**config.mk**
```make
export PLATFORM = sky130hd
export DESIGN_NAME = three_voice_sound_generator_flat
export DESIGN_NICKNAME = d
export VERILOG_FILES = /design/src/design/tvsg_pkg.sv /design/src/design/tvsg_if.sv /design/src/design/tvsg_env.sv /design/src/design/tvsg_skid.sv /design/src/design/three_voice_sound_generator.sv /design/src/flat_wrapper.sv
export SDC_FILE = /design/constraint.sdc
export NUM_CORES = 1
export LEC_CHECK = 0
export BUFFER_PORTS_ARGS = -buffer_cell sky130_fd_sc_hd__clkbuf_2
export CAP_MARGIN = 20
export CORE_ASPECT_RATIO = 0.7
export CORE_MARGIN = 2
export CORE_UTILIZATION = 40
export CTS_CLUSTER_DIAMETER = 60
export CTS_CLUSTER_SIZE = 24
export DETAILED_ROUTE_END_ITERATION = 6
export MAX_ROUTING_LAYER = met4
export PLACE_DENSITY = 0.68
export SETUP_SLACK_MARGIN = 0.1
export SKIP_LAST_GASP = 1
export SLEW_MARGIN = 20
export SYNTH_ARGS = -nofsm -noshare
export SYNTH_HDL_FRONTEND = slang
export SYNTH_HIERARCHICAL = 1
export SYNTH_SLANG_ARGS = --single-unit
```
**constraint.sdc**
```tcl
create_clock -name i_clk -period 11.8 [get_ports i_clk]
set_input_delay 1.18 -clock i_clk [delete_from_list [all_inputs] [get_ports i_clk]]
set_output_delay 1.18 -clock i_clk [all_outputs]
set_load 0.03 [all_outputs]
```
**src/design/tvsg_pkg.sv**
```systemverilog
`timescale 1ns / 1ps
// tvsg_pkg: shared types, register map codes and small helper functions
// of the three voice sound generator; no dependencies
package tvsg_pkg;

    // request codes
    localparam logic [1:0] REQ_TICK  = 2'd0;
    localparam logic [1:0] REQ_WRITE = 2'd1;
    localparam logic [1:0] REQ_READ  = 2'd2;

    // register map
    localparam int         NUM_REGS       = 16;
    localparam logic [3:0] REG_NOISE_PER  = 4'd6;
    localparam logic [3:0] REG_ENABLE     = 4'd7;
    localparam logic [3:0] REG_ENV_FINE   = 4'd11;
    localparam logic [3:0] REG_ENV_COARSE = 4'd12;
    localparam logic [3:0] REG_ENV_SHAPE  = 4'd13;
    localparam logic [3:0] REG_PORT_A     = 4'd14;
    localparam logic [3:0] REG_PORT_B     = 4'd15;
    localparam int         VOL_BASE       = 8;
    localparam int         ENABLE_PA_BIT  = 6;
    localparam int         ENABLE_PB_BIT  = 7;
    localparam logic [7:0] ENABLE_RESET   = 8'h80;

    // configuration register indexes (APB word address)
    localparam logic CFG_IS_AY     = 1'b0;
    localparam logic CFG_FORCE_DIR = 1'b1;

    localparam int TONE_W  = 12;
    localparam int NOISE_W = 6;
    localparam int LFSR_W  = 17;
    localparam int ENV_W   = 17;
    localparam int LEVEL_W = 5;

    typedef struct packed {
        logic [1:0] req_type;
        logic [7:0] reg_addr;
        logic [7:0] write_data;
        logic [7:0] port_a_pins;
        logic [7:0] port_b_pins;
    } t_req;

    typedef struct packed {
        logic [LEVEL_W-1:0] level_a;
        logic [LEVEL_W-1:0] level_b;
        logic [LEVEL_W-1:0] level_c;
        logic [7:0]         read_data;
        logic [7:0]         port_a_drive;
        logic [7:0]         port_b_drive;
    } t_res;

    // envelope control from the register side
    typedef struct packed {
        logic             tick;
        logic             shape_wr;
        logic [3:0]       shape;
        logic             clip;
        logic [ENV_W-1:0] period;
    } t_env_ctl;

    // envelope level before and after the current word
    typedef struct packed {
        logic [LEVEL_W-1:0] cur_e;
        logic [LEVEL_W-1:0] nxt_e;
    } t_env_lvl;

    // read mask applied in the AY variant
    function automatic logic [7:0] read_mask(input logic [3:0] idx);
        logic [7:0] m;
        case (idx) inside
            4'd1, 4'd3, 4'd5, 4'd13: m = 8'h0F;
            4'd6, 4'd8, 4'd9, 4'd10: m = 8'h1F;
            default:                 m = 8'hFF;
        endcase
        return m;
    endfunction

    function automatic logic [TONE_W-1:0] tone_period(input logic [7:0] fine,
                                                      input logic [7:0] coarse);
        logic [TONE_W-1:0] p;
        p = {coarse[3:0], fine};
        return (p == '0) ? TONE_W'(1) : p;
    endfunction

    function automatic logic [NOISE_W-1:0] noise_period(input logic [7:0] r);
        logic [4:0] v;
        v = r[4:0];
        return (v == '0) ? NOISE_W'(2) : {v, 1'b0};
    endfunction

    function automatic logic [ENV_W-1:0] env_period(input logic [7:0] fine,
                                                    input logic [7:0] coarse);
        logic [15:0] v;
        v = {coarse, fine};
        return (v == '0) ? ENV_W'(1) : {v, 1'b0};
    endfunction

    // level code from a volume register and the envelope value
    function automatic logic [LEVEL_W-1:0] level_code(input logic [7:0] vol,
                                                      input logic [LEVEL_W-1:0] e,
                                                      input logic ay);
        logic [LEVEL_W-1:0] c;
        if (vol[4]) begin
            if (ay) begin
                c = (e < LEVEL_W'(2)) ? '0 : (e | LEVEL_W'(1));
            end else begin
                c = e;
            end
        end else begin
            c = (vol[3:0] == '0) ? '0 : {vol[3:0], 1'b1};
        end
        return c;
    endfunction

endpackage

```
**src/design/tvsg_if.sv**
```systemverilog
`timescale 1ns / 1ps
// tvsg_req_if, tvsg_res_if: valid/ready channels for requests and results
// depends on tvsg_pkg for the payload structs
interface tvsg_req_if import tvsg_pkg::*; ();
    logic valid;
    logic ready;
    t_req data;

    modport source (output valid, output data, input ready);
    modport sink (input valid, input data, output ready);
endinterface

interface tvsg_res_if import tvsg_pkg::*; ();
    logic valid;
    logic ready;
    t_res data;

    modport source (output valid, output data, input ready);
    modport sink (input valid, input data, output ready);
endinterface

```
**src/design/tvsg_env.sv**
```systemverilog
`timescale 1ns / 1ps
// tvsg_env: envelope divider and 32-step shape generator
// depends on tvsg_pkg
module tvsg_env import tvsg_pkg::*; (
    input  logic     i_clk,
    input  logic     i_rst_n,
    input  t_env_ctl i_ctl,
    output t_env_lvl o_lvl
);

    logic [ENV_W-1:0]   r_count, n_count;
    logic [LEVEL_W-1:0] r_step, n_step;
    logic               r_attack, n_attack;
    logic               r_hold, n_hold;
    logic               r_alt, n_alt;
    logic               r_holding, n_holding;

    logic [ENV_W:0]     count_inc;
    logic [LEVEL_W:0]   step_diff;

    // shape restart, period clip, divider and step update
    always_comb begin
        n_count   = r_count;
        n_step    = r_step;
        n_attack  = r_attack;
        n_hold    = r_hold;
        n_alt     = r_alt;
        n_holding = r_holding;
        count_inc = {1'b0, r_count} + (ENV_W+1)'(2);
        step_diff = {1'b0, r_step} - ((i_ctl.period == ENV_W'(1)) ? (LEVEL_W+1)'(2)
                                                                 : (LEVEL_W+1)'(1));
        if (i_ctl.shape_wr) begin
            n_attack = i_ctl.shape[2];
            if (!i_ctl.shape[3]) begin
                n_hold = 1'b1;
                n_alt  = i_ctl.shape[2];
            end else begin
                n_hold = i_ctl.shape[0];
                n_alt  = i_ctl.shape[1];
            end
            n_count   = '0;
            n_step    = '1;
            n_holding = 1'b0;
        end else if (i_ctl.clip) begin
            if (r_count > i_ctl.period - ENV_W'(1)) begin
                n_count = i_ctl.period - ENV_W'(1);
            end
        end else if (i_ctl.tick && !r_holding) begin
            if (count_inc >= {1'b0, i_ctl.period}) begin
                n_count = '0;
                if (step_diff[LEVEL_W]) begin
                    // wrapped below zero
                    if (r_hold) begin
                        if (r_alt) begin
                            n_attack = ~r_attack;
                        end
                        n_holding = 1'b1;
                        n_step    = '0;
                    end else begin
                        if (r_alt && step_diff[LEVEL_W-1]) begin
                            n_attack = ~r_attack;
                        end
                        n_step = step_diff[LEVEL_W-1:0];
                    end
                end else begin
                    n_step = step_diff[LEVEL_W-1:0];
                end
            end else begin
                n_count = count_inc[ENV_W-1:0];
            end
        end
    end

    // state registers, reset matches shape zero
    always_ff @(posedge i_clk) begin
        if (!i_rst_n) begin
            r_count   <= '0;
            r_step    <= '1;
            r_attack  <= 1'b0;
            r_hold    <= 1'b1;
            r_alt     <= 1'b0;
            r_holding <= 1'b0;
        end else begin
            r_count   <= n_count;
            r_step    <= n_step;
            r_attack  <= n_attack;
            r_hold    <= n_hold;
            r_alt     <= n_alt;
            r_holding <= n_holding;
        end
    end

    assign o_lvl.cur_e = r_step ^ {LEVEL_W{r_attack}};
    assign o_lvl.nxt_e = n_step ^ {LEVEL_W{n_attack}};

endmodule

```
**src/design/tvsg_skid.sv**
```systemverilog
`timescale 1ns / 1ps
// tvsg_skid: result register plus one skid entry toward the result channel
// depends on tvsg_pkg and tvsg_res_if
module tvsg_skid import tvsg_pkg::*; (
    input  logic              i_clk,
    input  logic              i_rst_n,
    input  logic              i_wr_valid,
    input  t_res              i_wr_data,
    output logic              o_wr_ready,
    tvsg_res_if.source        o_res
);

    logic r_out_valid, n_out_valid;
    logic r_skid_valid, n_skid_valid;
    t_res r_out_data, n_out_data;
    t_res r_skid_data, n_skid_data;
    logic out_fire;

    assign out_fire   = r_out_valid && o_res.ready;
    assign o_wr_ready = !r_skid_valid;

    // fill the output register first, park in skid when it is stalled
    always_comb begin
        n_out_valid  = r_out_valid;
        n_skid_valid = r_skid_valid;
        n_out_data   = r_out_data;
        n_skid_data  = r_skid_data;
        if (i_wr_valid) begin
            if (!r_out_valid || out_fire) begin
                n_out_valid = 1'b1;
                n_out_data  = i_wr_data;
            end else begin
                n_skid_valid = 1'b1;
                n_skid_data  = i_wr_data;
            end
        end else if (out_fire) begin
            if (r_skid_valid) begin
                n_out_data   = r_skid_data;
                n_skid_valid = 1'b0;
            end else begin
                n_out_valid = 1'b0;
            end
        end
    end

    // control flags
    always_ff @(posedge i_clk) begin
        if (!i_rst_n) begin
            r_out_valid  <= 1'b0;
            r_skid_valid <= 1'b0;
        end else begin
            r_out_valid  <= n_out_valid;
            r_skid_valid <= n_skid_valid;
        end
    end

    // payload
    always_ff @(posedge i_clk) begin
        r_out_data  <= n_out_data;
        r_skid_data <= n_skid_data;
    end

    assign o_res.valid = r_out_valid;
    assign o_res.data  = r_out_data;

endmodule

```
**src/design/three_voice_sound_generator.sv**
```systemverilog
`timescale 1ns / 1ps
// three_voice_sound_generator: top level with register file, tone and noise
// dividers and level gating; uses tvsg_pkg, tvsg_if, tvsg_env and tvsg_skid
//
// One request word (tick, register write or register read) is taken per
// clock and gives exactly one result word, which is registered. All state update
// for a word happens in the cycle it is accepted, so words can follow each
// other with no gaps; the result register and one skid entry let a word be
// accepted while a result waits, and i_req.ready drops only when two results
// are waiting. On a tick the levels are those before the tick's update, on a
// write or read those after it. The APB port holds the variant select and
// the port direction rule; change them only while the block is idle.
module three_voice_sound_generator import tvsg_pkg::*; (
    input  logic        i_clk,
    input  logic        i_rst_n,
    tvsg_req_if.sink    i_req,
    tvsg_res_if.source  o_res,
    input  logic        psel,
    input  logic        penable,
    input  logic        pwrite,
    input  logic [2:0]  paddr,
    input  logic [31:0] pwdata,
    output logic [31:0] prdata,
    output logic        pready
);

    logic                r_ay;
    logic                r_force;
    logic [7:0]          r_regs [NUM_REGS];
    logic [7:0]          n_regs [NUM_REGS];
    logic [TONE_W-1:0]   r_tone_count [3];
    logic [TONE_W-1:0]   n_tone_count [3];
    logic [2:0]          r_tone_out, n_tone_out;
    logic [NOISE_W-1:0]  r_noise_count, n_noise_count;
    logic [LFSR_W-1:0]   r_lfsr, n_lfsr;

    logic                accept;
    logic                is_tick;
    logic                is_wr;
    logic                is_rd;
    logic                addr_ok;
    logic [3:0]          idx;
    logic [7:0]          wval;
    logic [7:0]          rd_val;
    logic [TONE_W-1:0]   tone_p;
    logic [TONE_W:0]     tone_inc;
    logic [NOISE_W-1:0]  noise_p;
    logic [NOISE_W:0]    noise_inc;
    logic [LEVEL_W-1:0]  env_e;
    logic [LEVEL_W-1:0]  lvl [3];
    logic                gate;
    logic                skid_ready;
    t_env_ctl            env_ctl;
    t_env_lvl            env_lvl;
    t_res                res;

    assign accept      = i_req.valid && skid_ready;
    assign i_req.ready = skid_ready;
    assign is_tick     = accept && (i_req.data.req_type == REQ_TICK);
    assign is_wr       = accept && (i_req.data.req_type == REQ_WRITE);
    assign is_rd       = accept && (i_req.data.req_type == REQ_READ);
    assign addr_ok     = (i_req.data.reg_addr[7:4] == 4'd0);
    assign idx         = i_req.data.reg_addr[3:0];

    // configuration port
    assign pready = 1'b1;
    assign prdata = {31'd0, (paddr[2] == CFG_FORCE_DIR) ? r_force : r_ay};

    always_ff @(posedge i_clk) begin
        if (!i_rst_n) begin
            r_ay    <= 1'b1;
            r_force <= 1'b1;
        end else if (psel && penable && pwrite && pready) begin
            if (paddr[2] == CFG_IS_AY) begin
                r_ay <= pwdata[0];
            end else begin
                r_force <= pwdata[0];
            end
        end
    end

    // register file writes, input port capture and read data
    always_comb begin
        n_regs = r_regs;
        wval   = i_req.data.write_data;
        if (idx == REG_ENABLE && r_force) begin
            wval[ENABLE_PA_BIT] = 1'b0;
            wval[ENABLE_PB_BIT] = 1'b1;
        end
        if (is_wr && addr_ok) begin
            n_regs[idx] = wval;
        end
        if (is_rd && addr_ok) begin
            if (idx == REG_PORT_A && !r_regs[REG_ENABLE][ENABLE_PA_BIT]) begin
                n_regs[REG_PORT_A] = i_req.data.port_a_pins;
            end
            if (idx == REG_PORT_B && !r_regs[REG_ENABLE][ENABLE_PB_BIT]) begin
                n_regs[REG_PORT_B] = i_req.data.port_b_pins;
            end
        end
        rd_val = 8'd0;
        if (i_req.data.req_type == REQ_READ) begin
            if (addr_ok) begin
                rd_val = n_regs[idx] & (r_ay ? read_mask(idx) : 8'hFF);
            end else begin
                rd_val = 8'hFF;
            end
        end
    end

    // tone dividers: count on tick, clip on period write
    always_comb begin
        n_tone_out = r_tone_out;
        tone_p     = '0;
        tone_inc   = '0;
        for (int ch = 0; ch < 3; ch++) begin
            n_tone_count[ch] = r_tone_count[ch];
            tone_p   = tone_period(n_regs[2*ch], n_regs[2*ch+1]);
            tone_inc = {1'b0, r_tone_count[ch]} + (TONE_W+1)'(1);
            if (is_tick) begin
                if (tone_inc >= {1'b0, tone_p}) begin
                    n_tone_count[ch] = '0;
                    n_tone_out[ch]   = ~r_tone_out[ch];
                end else begin
                    n_tone_count[ch] = tone_inc[TONE_W-1:0];
                end
            end else if (is_wr && addr_ok && idx < REG_NOISE_PER && idx[2:1] == 2'(ch)) begin
                if (r_tone_count[ch] > tone_p - TONE_W'(1)) begin
                    n_tone_count[ch] = tone_p - TONE_W'(1);
                end
            end
        end
    end

    // noise divider and lfsr
    always_comb begin
        n_noise_count = r_noise_count;
        n_lfsr        = r_lfsr;
        noise_p       = noise_period(n_regs[REG_NOISE_PER]);
        noise_inc     = {1'b0, r_noise_count} + (NOISE_W+1)'(1);
        if (is_tick) begin
            if (noise_inc >= {1'b0, noise_p}) begin
                n_noise_count = '0;
                n_lfsr        = {1'b0, r_lfsr[LFSR_W-1:1]};
                n_lfsr[13]    = n_lfsr[13] ^ r_lfsr[0];
                n_lfsr[16]    = n_lfsr[16] ^ r_lfsr[0];
            end else begin
                n_noise_count = noise_inc[NOISE_W-1:0];
            end
        end else if (is_wr && addr_ok && idx == REG_NOISE_PER) begin
            if (r_noise_count > noise_p - NOISE_W'(1)) begin
                n_noise_count = noise_p - NOISE_W'(1);
            end
        end
    end

    // state registers
    always_ff @(posedge i_clk) begin
        if (!i_rst_n) begin
            for (int i = 0; i < NUM_REGS; i++) begin
                r_regs[i] <= (4'(i) == REG_ENABLE) ? ENABLE_RESET : 8'd0;
            end
            for (int ch = 0; ch < 3; ch++) begin
                r_tone_count[ch] <= '0;
            end
            r_tone_out    <= '0;
            r_noise_count <= '0;
            r_lfsr        <= LFSR_W'(1);
        end else begin
            r_regs        <= n_regs;
            r_tone_count  <= n_tone_count;
            r_tone_out    <= n_tone_out;
            r_noise_count <= n_noise_count;
            r_lfsr        <= n_lfsr;
        end
    end

    // envelope
    always_comb begin
        env_ctl.tick     = is_tick;
        env_ctl.shape_wr = is_wr && addr_ok && idx == REG_ENV_SHAPE;
        env_ctl.shape    = i_req.data.write_data[3:0];
        env_ctl.clip     = is_wr && addr_ok &&
                           (idx == REG_ENV_FINE || idx == REG_ENV_COARSE);
        env_ctl.period   = env_period(n_regs[REG_ENV_FINE], n_regs[REG_ENV_COARSE]);
    end

    tvsg_env u_env (
        .i_clk   (i_clk),
        .i_rst_n (i_rst_n),
        .i_ctl   (env_ctl),
        .o_lvl   (env_lvl)
    );

    // gated levels; ticks show the state held during the tick
    always_comb begin
        env_e = is_tick ? env_lvl.cur_e : env_lvl.nxt_e;
        gate  = 1'b0;
        for (int ch = 0; ch < 3; ch++) begin
            gate = (r_tone_out[ch] | n_regs[REG_ENABLE][ch]) &
                   (r_lfsr[0] | n_regs[REG_ENABLE][ch+3]);
            lvl[ch] = gate ? level_code(n_regs[VOL_BASE+ch], env_e, r_ay) : '0;
        end
    end

    // result word
    always_comb begin
        res.level_a      = lvl[0];
        res.level_b      = lvl[1];
        res.level_c      = lvl[2];
        res.read_data    = rd_val;
        res.port_a_drive = n_regs[REG_ENABLE][ENABLE_PA_BIT] ? n_regs[REG_PORT_A] : 8'hFF;
        res.port_b_drive = n_regs[REG_ENABLE][ENABLE_PB_BIT] ? n_regs[REG_PORT_B] : 8'hFF;
    end

    tvsg_skid u_skid (
        .i_clk      (i_clk),
        .i_rst_n    (i_rst_n),
        .i_wr_valid (accept),
        .i_wr_data  (res),
        .o_wr_ready (skid_ready),
        .o_res      (o_res)
    );

endmodule

```
**src/flat_wrapper.sv**
```systemverilog
// flat-port wrapper written by rule: the top's interface ports become plain ports
module three_voice_sound_generator_flat import tvsg_pkg::*;
  (i_clk, i_rst_n, psel, penable, pwrite, paddr, pwdata, prdata, pready, i_req_valid, i_req_data, i_req_ready, o_res_valid, o_res_data, o_res_ready);
  tvsg_req_if i_req_i ();
  tvsg_res_if o_res_i ();
  input  logic i_clk;
  input  logic i_rst_n;
  input  logic psel;
  input  logic penable;
  input  logic pwrite;
  input  logic [2:0] paddr;
  input  logic [31:0] pwdata;
  output logic [31:0] prdata;
  output logic pready;
  input wire logic [$bits(i_req_i.valid)-1:0] i_req_valid;
  input wire logic [$bits(i_req_i.data)-1:0] i_req_data;
  output wire logic [$bits(i_req_i.ready)-1:0] i_req_ready;
  output wire logic [$bits(o_res_i.valid)-1:0] o_res_valid;
  output wire logic [$bits(o_res_i.data)-1:0] o_res_data;
  input wire logic [$bits(o_res_i.ready)-1:0] o_res_ready;
  assign i_req_i.valid = i_req_valid;
  assign i_req_i.data = i_req_data;
  assign i_req_ready = i_req_i.ready;
  assign o_res_valid = o_res_i.valid;
  assign o_res_data = o_res_i.data;
  assign o_res_i.ready = o_res_ready;
  three_voice_sound_generator u_core (.i_clk(i_clk), .i_rst_n(i_rst_n), .i_req(i_req_i), .o_res(o_res_i), .psel(psel), .penable(penable), .pwrite(pwrite), .paddr(paddr), .pwdata(pwdata), .prdata(prdata), .pready(pready));
endmodule
```
# Word level (Yosys, flattened, before mapping)
# Cells that the tools add are included.
dict set report classes {
  n_addsub 11
  n_lt_le_gt_ge 14
  n_eq_ne 22
  muxes 86
  n_bitwise 22
  n_reduce_logical 70
}
# cell n
set op_table {}
lappend op_table {{12-bit 2-to-1 mux} 15}
lappend op_table {{39-bit 2-to-1 mux} 4}
lappend op_table {{128-bit bitwise mux} 1}
lappend op_table {{128-bit 2-to-1 mux} 1}
lappend op_table {{8-bit 2-to-1 mux} 14}
lappend op_table {{5-bit 2-to-1 mux} 18}
lappend op_table {{17-bit 2-to-1 mux} 5}
lappend op_table {{12-bit by 1-bit adder with 13-bit output (second input constant)} 3}
lappend op_table {{13-bit by 12-bit greater-or-equal comparator with 1-bit output} 3}
lappend op_table {{12-bit > comparator} 3}
lappend op_table {{12-bit logical NOT} 3}
lappend op_table {{12-bit by 1-bit subtractor with 12-bit output (second input constant)} 3}
lappend op_table {{8-bit binary-select mux with 4-bit select} 1}
lappend op_table {{8-bit demux with 4-bit select} 1}
lappend op_table {{4-bit equality test (second input constant)} 8}
lappend op_table {{6-bit 2-to-1 mux} 5}
lappend op_table {{2-bit AND reduction} 13}
lappend op_table {{1-bit logical AND} 22}
lappend op_table {{2-bit nonzero test} 11}
lappend op_table {{17-bit by 2-bit adder with 18-bit output (second input constant)} 1}
lappend op_table {{18-bit by 17-bit greater-or-equal comparator with 1-bit output} 1}
lappend op_table {{1-bit 2-to-1 mux} 18}
lappend op_table {{17-bit by 1-bit equality test with 1-bit output (second input constant)} 1}
lappend op_table {{17-bit > comparator} 1}
lappend op_table {{36 further kinds} 69}
dict set report totals {
  register_bits 298
  inputBits 76
}

# Logic depth before layout (Yosys ltp)
dict set report logic_depth {
  ltp_word 29
  mapped_depth 29
}

# Cells and area by module
# Netlist, hierarchy kept.
# module n_inst cells_per_inst area_each_um2
set by_module_without_submodules {}
lappend by_module_without_submodules {three_voice_sound_generator 1 1690 13678.1}
lappend by_module_without_submodules {tvsg_skid 1 135 3111.7}
lappend by_module_without_submodules {tvsg_env 1 367 2919.0}

# Worst setup path before layout
# Ideal clock, no wire load.
dict set report synth_path {
  kind {input -> register}
  start {input i_req_data[29]}
  end {register u_core.u_skid.r_out_data, in the netlist u_core/u_skid/o_res.data[34] (data pin)}
  setup_ns 0.260
  arrival_ns 6.668
  required_ns 11.540
  setup_slack_ns 4.872
  stages 23
  path_cell_list {or4_4 -> or3_1 -> clkbuf_1 -> nor2_4 -> mux2i_1 -> nand4_1 -> nor4_1 -> inv_1 -> ha_1 -> a21boi_0 -> o211a_1 -> a2111o_1 -> a2111oi_2 -> nor3b_2 -> xnor2_4 -> xor2_1 -> o21a_1 -> mux2i_1 -> nor4b_1 -> a21oi_1 -> o22ai_1 -> nor2_1 -> mux2_4}
}
# element line_no
set synth_rtl {}
lappend synth_rtl {{from (decl)} flat_wrapper.sv:16} ;# input wire logic [$bits(i_req_i.data)-1:0] i_req_data;
lappend synth_rtl {{to (signal assigned)} tvsg_skid.sv:59} ;# r_out_data <= n_out_data;
lappend synth_rtl {{to (decl)} tvsg_skid.sv:15} ;# t_res r_out_data, n_out_data;

==> impl_metrics.py <==
metrics = {
    "synthesis": {
        "synth_area_sq_um": 19700,
        "synth_top_area_share_pct": 22.3,
        "synth_xor_area_share_pct": 4.45,
        "avgSynthCellArea_sq_um": 8.99,
        "ys_top_cells_by_area": "dfxtp_1 (22%), edfxtp_1 (12%), ha_1 (8.0%)",
        "yosysWarnings": 6,
        "synth-compound-area-share_pct": 16.1,
        "syn_inst": 2192,
        "synth-adder-area-share_pct": 8.25,
        "yosys.area_share.simple_pct": 20.4,
        "yosysSeqAreaShare_pct": 34.2,
        "muxShareOfSynthArea_pct": 11.1,
        "yosysTopAreaCell": "dfxtp_1",
        "synth_seq_cells": 298,
        "synth_ff_type": "dfxtp_1",
        "synth_top_family_by_area": "simple AND/OR/NAND/NOR gates",
        "async_reset_ff_share_pct": 0,
        "synth-edff-count": 78,
        "synth.distinct_cells": 111,
    },
    "sta": {
        "max_freq_mhz": 113,
        "tightest_slew_ns": 1.03,
        "finalClockSkew_ns": 0.0199,
        "slew_violations": 0,
        "relSlewSlack_pct": 30.9,
        "setup_viol": 0,
        "fin_crit_ns": 8.84,
        "worst_hold_slack_ns": 0.466,
        "hold_viol_final": 0,
        "post-route-period-util_pct": 75.0,
        "rsz0062_at_grt": "no",
        "tns_ns": 0,
    },
    "finish": {
        "antennaDiodeCount": 0,
        "regArea_sq_um": 6750,
        "drive_above_1_share_pct": 13.0,
        "fillers": 4788,
        "nNetsFinal": 2411,
        "area_growth_pct": 7.87,
        "multi_input_area_sq_um": 12000,
        "mostFrequentLayoutCell": "nor2_1",
        "layout_common_cells": "nor2_1 (250), dfxtp_1 (220), nand2_1 (169)",
    },
    "global_routing": {
        "grt_overflow_total": 0,
        "grt_antenna_before_repair": 0,
        "grt_first_pass_wirelength_um": 91000,
        "grt_pass1_vias": 15856,
        "grt_use_total_pct": 22.6,
        "grt_max_degree": 78,
    },
    "flow_run": {
        "maxCapViolations": 0,
    },
    "routing": {
        "vias": 16830,
        "vias_per_cell": 5.83,
        "drt_first_pass_iters": 6,
        "detail-route-antenna-nets": 0,
        "wl_per_cell_um": 20.2,
        "drcViolationCount": 0,
        "wl_um": 58200,
        "dr.first_iter.drc_count": 1980,
    },
    "clocking": {
        "post_cts_buffers": 0,
        "root_buffer": "clkbuf_16",
        "htree_levels": 1,
        "clock-sinks": 298,
        "cts_tree": "built",
        "cts-hold-fix-buffers": 0,
        "clock_latency_ns": 0.55,
        "clock_path_buffers": 3,
        "cts_resized": 0,
        "cts_buffers": 21,
        "clk_pin_slew_ns": 0.09,
    },
    "critical_path": {
        "critPathLaunchType": "primary input",
        "worst-path-max-fanout": 29,
        "cp.required_ns": 12.09,
        "r2r_start": "u_core/u_skid/r_skid_valid$_SDFFE_PN0P_",
        "timing_worst_setup_path_type": "primary input to flop",
        "crit_arrival_ns": 9.14,
        "end_kind": "flop",
        "startpoint": "i_req_data[29]",
    },
    "floorplanning": {
        "die_width_um": 269,
        "rows": 68,
        "die_height_um": 190,
        "start_util_pct": 40.2,
        "core_area_sq_um": 49000,
        "die_area_sq_um": 51100,
        "top_level_ports": 150,
    },
    "power_and_ir_drop": {
        "switching_share_pct": 29.5,
        "combPwrFrac_pct": 13.6,
        "internal_power_uw": 1530,
        "clock_power_share_pct": 36.6,
        "p_leak_uw": 0.00853,
        "p_switching_uw": 642,
        "powerDensity_nw_per_um2": 102,
        "ir_drop_uv": 74.3,
        "p_total_uw": 2170,
        "p_seq_share_pct": 49.8,
    },
    "status": {
        "status": "complete, no violations",
    },
    "hold_path": {
        "hold_path_class": "flop to flop",
        "hp-start": "u_core/r_regs[78]$_SDFF_PN0_",
    },
    "placed_design": {
        "hpwl_um": 42000,
        "io_buffers": 84,
        "place.gp.congestion": 0.937,
    },
}
Yosys cell counts, types with 8 or more instances:
library cell	n
nor3_1	58
o21a_1	29
and3_1	22
mux4_2	10
buf_4	36
a21o_1	33
and2_1	30
nand4_1	37
nor2_1	251
mux2_4	36
o22ai_1	36
dfxtp_1	220
buf_1	13
a211oi_1	30
xnor2_1	58
a21oi_1	127
mux2i_1	121
o31ai_1	12
o221a_2	10
nor2b_1	19
inv_1	69
ha_1	126
a221oi_1	8
edfxtp_1	78
mux2_2	18
and4_1	11
clkbuf_1	72
nand2b_1	35
buf_2	21
a31oi_1	18
nor3b_1	8
nor4_1	18
nand3_1	64
nand2_1	169
o21ai_0	75
xor2_1	39
worst max-delay path: stages:
cell and delay (ns):
clkbuf_2 0.10, or4_4 0.79, nor2_2 0.17, buf_4 0.23, nand3_1 0.53, a21oi_1 0.82
nand4_1 0.17, nor4_1 0.90, inv_1 0.22, ha_1 0.36, a21boi_0 0.09, o211a_1 0.21
a2111o_1 0.41, a2111oi_2 0.70, nor3b_2 0.18, xnor2_4 0.20, xor2_1 0.19, o21a_1 0.18
mux2i_1 0.39, nor4b_1 0.27, a21oi_1 0.22, o22ai_1 0.22, nor2_1 0.08, mux2_4 0.28
final timing paths:
kind,slack (ns),endpoint,cells past startpoint
setup / recovery,2.96,u_core/u_skid/o_res.data[24]$_DFFE_PP_,24
setup reg to reg,3.60,u_core/u_skid/o_res.data[24]$_DFFE_PP_,25
hold / removal,0.47,u_core/r_regs[78]$_SDFF_PN0_,2
hold reg to reg,0.47,u_core/r_regs[78]$_SDFF_PN0_,2
metal layers:
layer  part of all wire [%]  vias to the layer above  track usage [%]  wire length, um
met5                      0                        -                -                0
met1                     48                     8084             34.2            28000
met4                    1.4                        0             3.50              787
met3                    9.4                       59             4.23             5480
met2                     41                      757             31.4            23900
li1                       -                     7930                -                -
area by class of cell:
class	instances	area share, %
well taps	665	3.91
clock inverters	12	0.742
inverters	73	1.30
clock buffers	25	2.64
repair buffers	111	3.02
flip-flops and latches	298	31.7
multi-input cells	1702	56.6
flip-flops by register name, indices dropped and copies added, names as in the netlist:
name / count
u_core/u_env/r_hold: 1
u_core/r_tone_count: 36
u_core/u_skid/r_skid_valid: 1
u_core/u_env/r_count: 17
u_core/u_env/r_attack: 1
u_core/u_skid/o_res.valid: 1
u_core/u_env/r_holding: 1
u_core/r_ay: 1
u_core/u_skid/r_skid_data: 39
u_core/r_noise_count: 6
u_core/r_tone_out: 3
u_core/u_env/r_alt: 1
u_core/r_force: 1
u_core/r_lfsr: 17
u_core/r_regs: 128
u_core/u_skid/o_res.data: 39
u_core/u_env/r_step: 5
power groups by stage:
stage / logic, uW / clock network [uW] / registers, uW
global route: 317 / 844 / 1090
detailed placement: 287 / 0 / 1110
CTS: 289 / 815 / 1080
global placement: 283 / 0 / 1110
finish: 295 / 796 / 1080
floorplan: 198 / 0 / 1120
logic make-up (layout without fill, tap and decap cells):
logic type,after synthesis,after routing
flip-flops,298,298
buffers and inverters,222,221
adder cells (fa/ha/maj),129,129
multiplexers,185,185
AO/OA/AOI/OAI,472,472
other,2,32
AND/OR/NAND/NOR,786,786
XOR/XNOR,98,98
stage by stage:
step / worst slack (ns) / instance area, sq um / cells / utilization, %
6_report: 2.96 / 21300 / 2886 / 43.4
5_1_grt: 2.68 / 21300 / 2886 / 43.4
4_1_cts: 3.24 / 21200 / 2885 / 43.3
3_5_place_dp: 2.66 / 20500 / 2848 / 41.8
3_3_place_gp: 2.85 / 20500 / 2848 / 41.8
2_1_floorplan: 4.87 / 19800 / 2222 / -
Note: power is estimated with default switching activity, not from simulation.
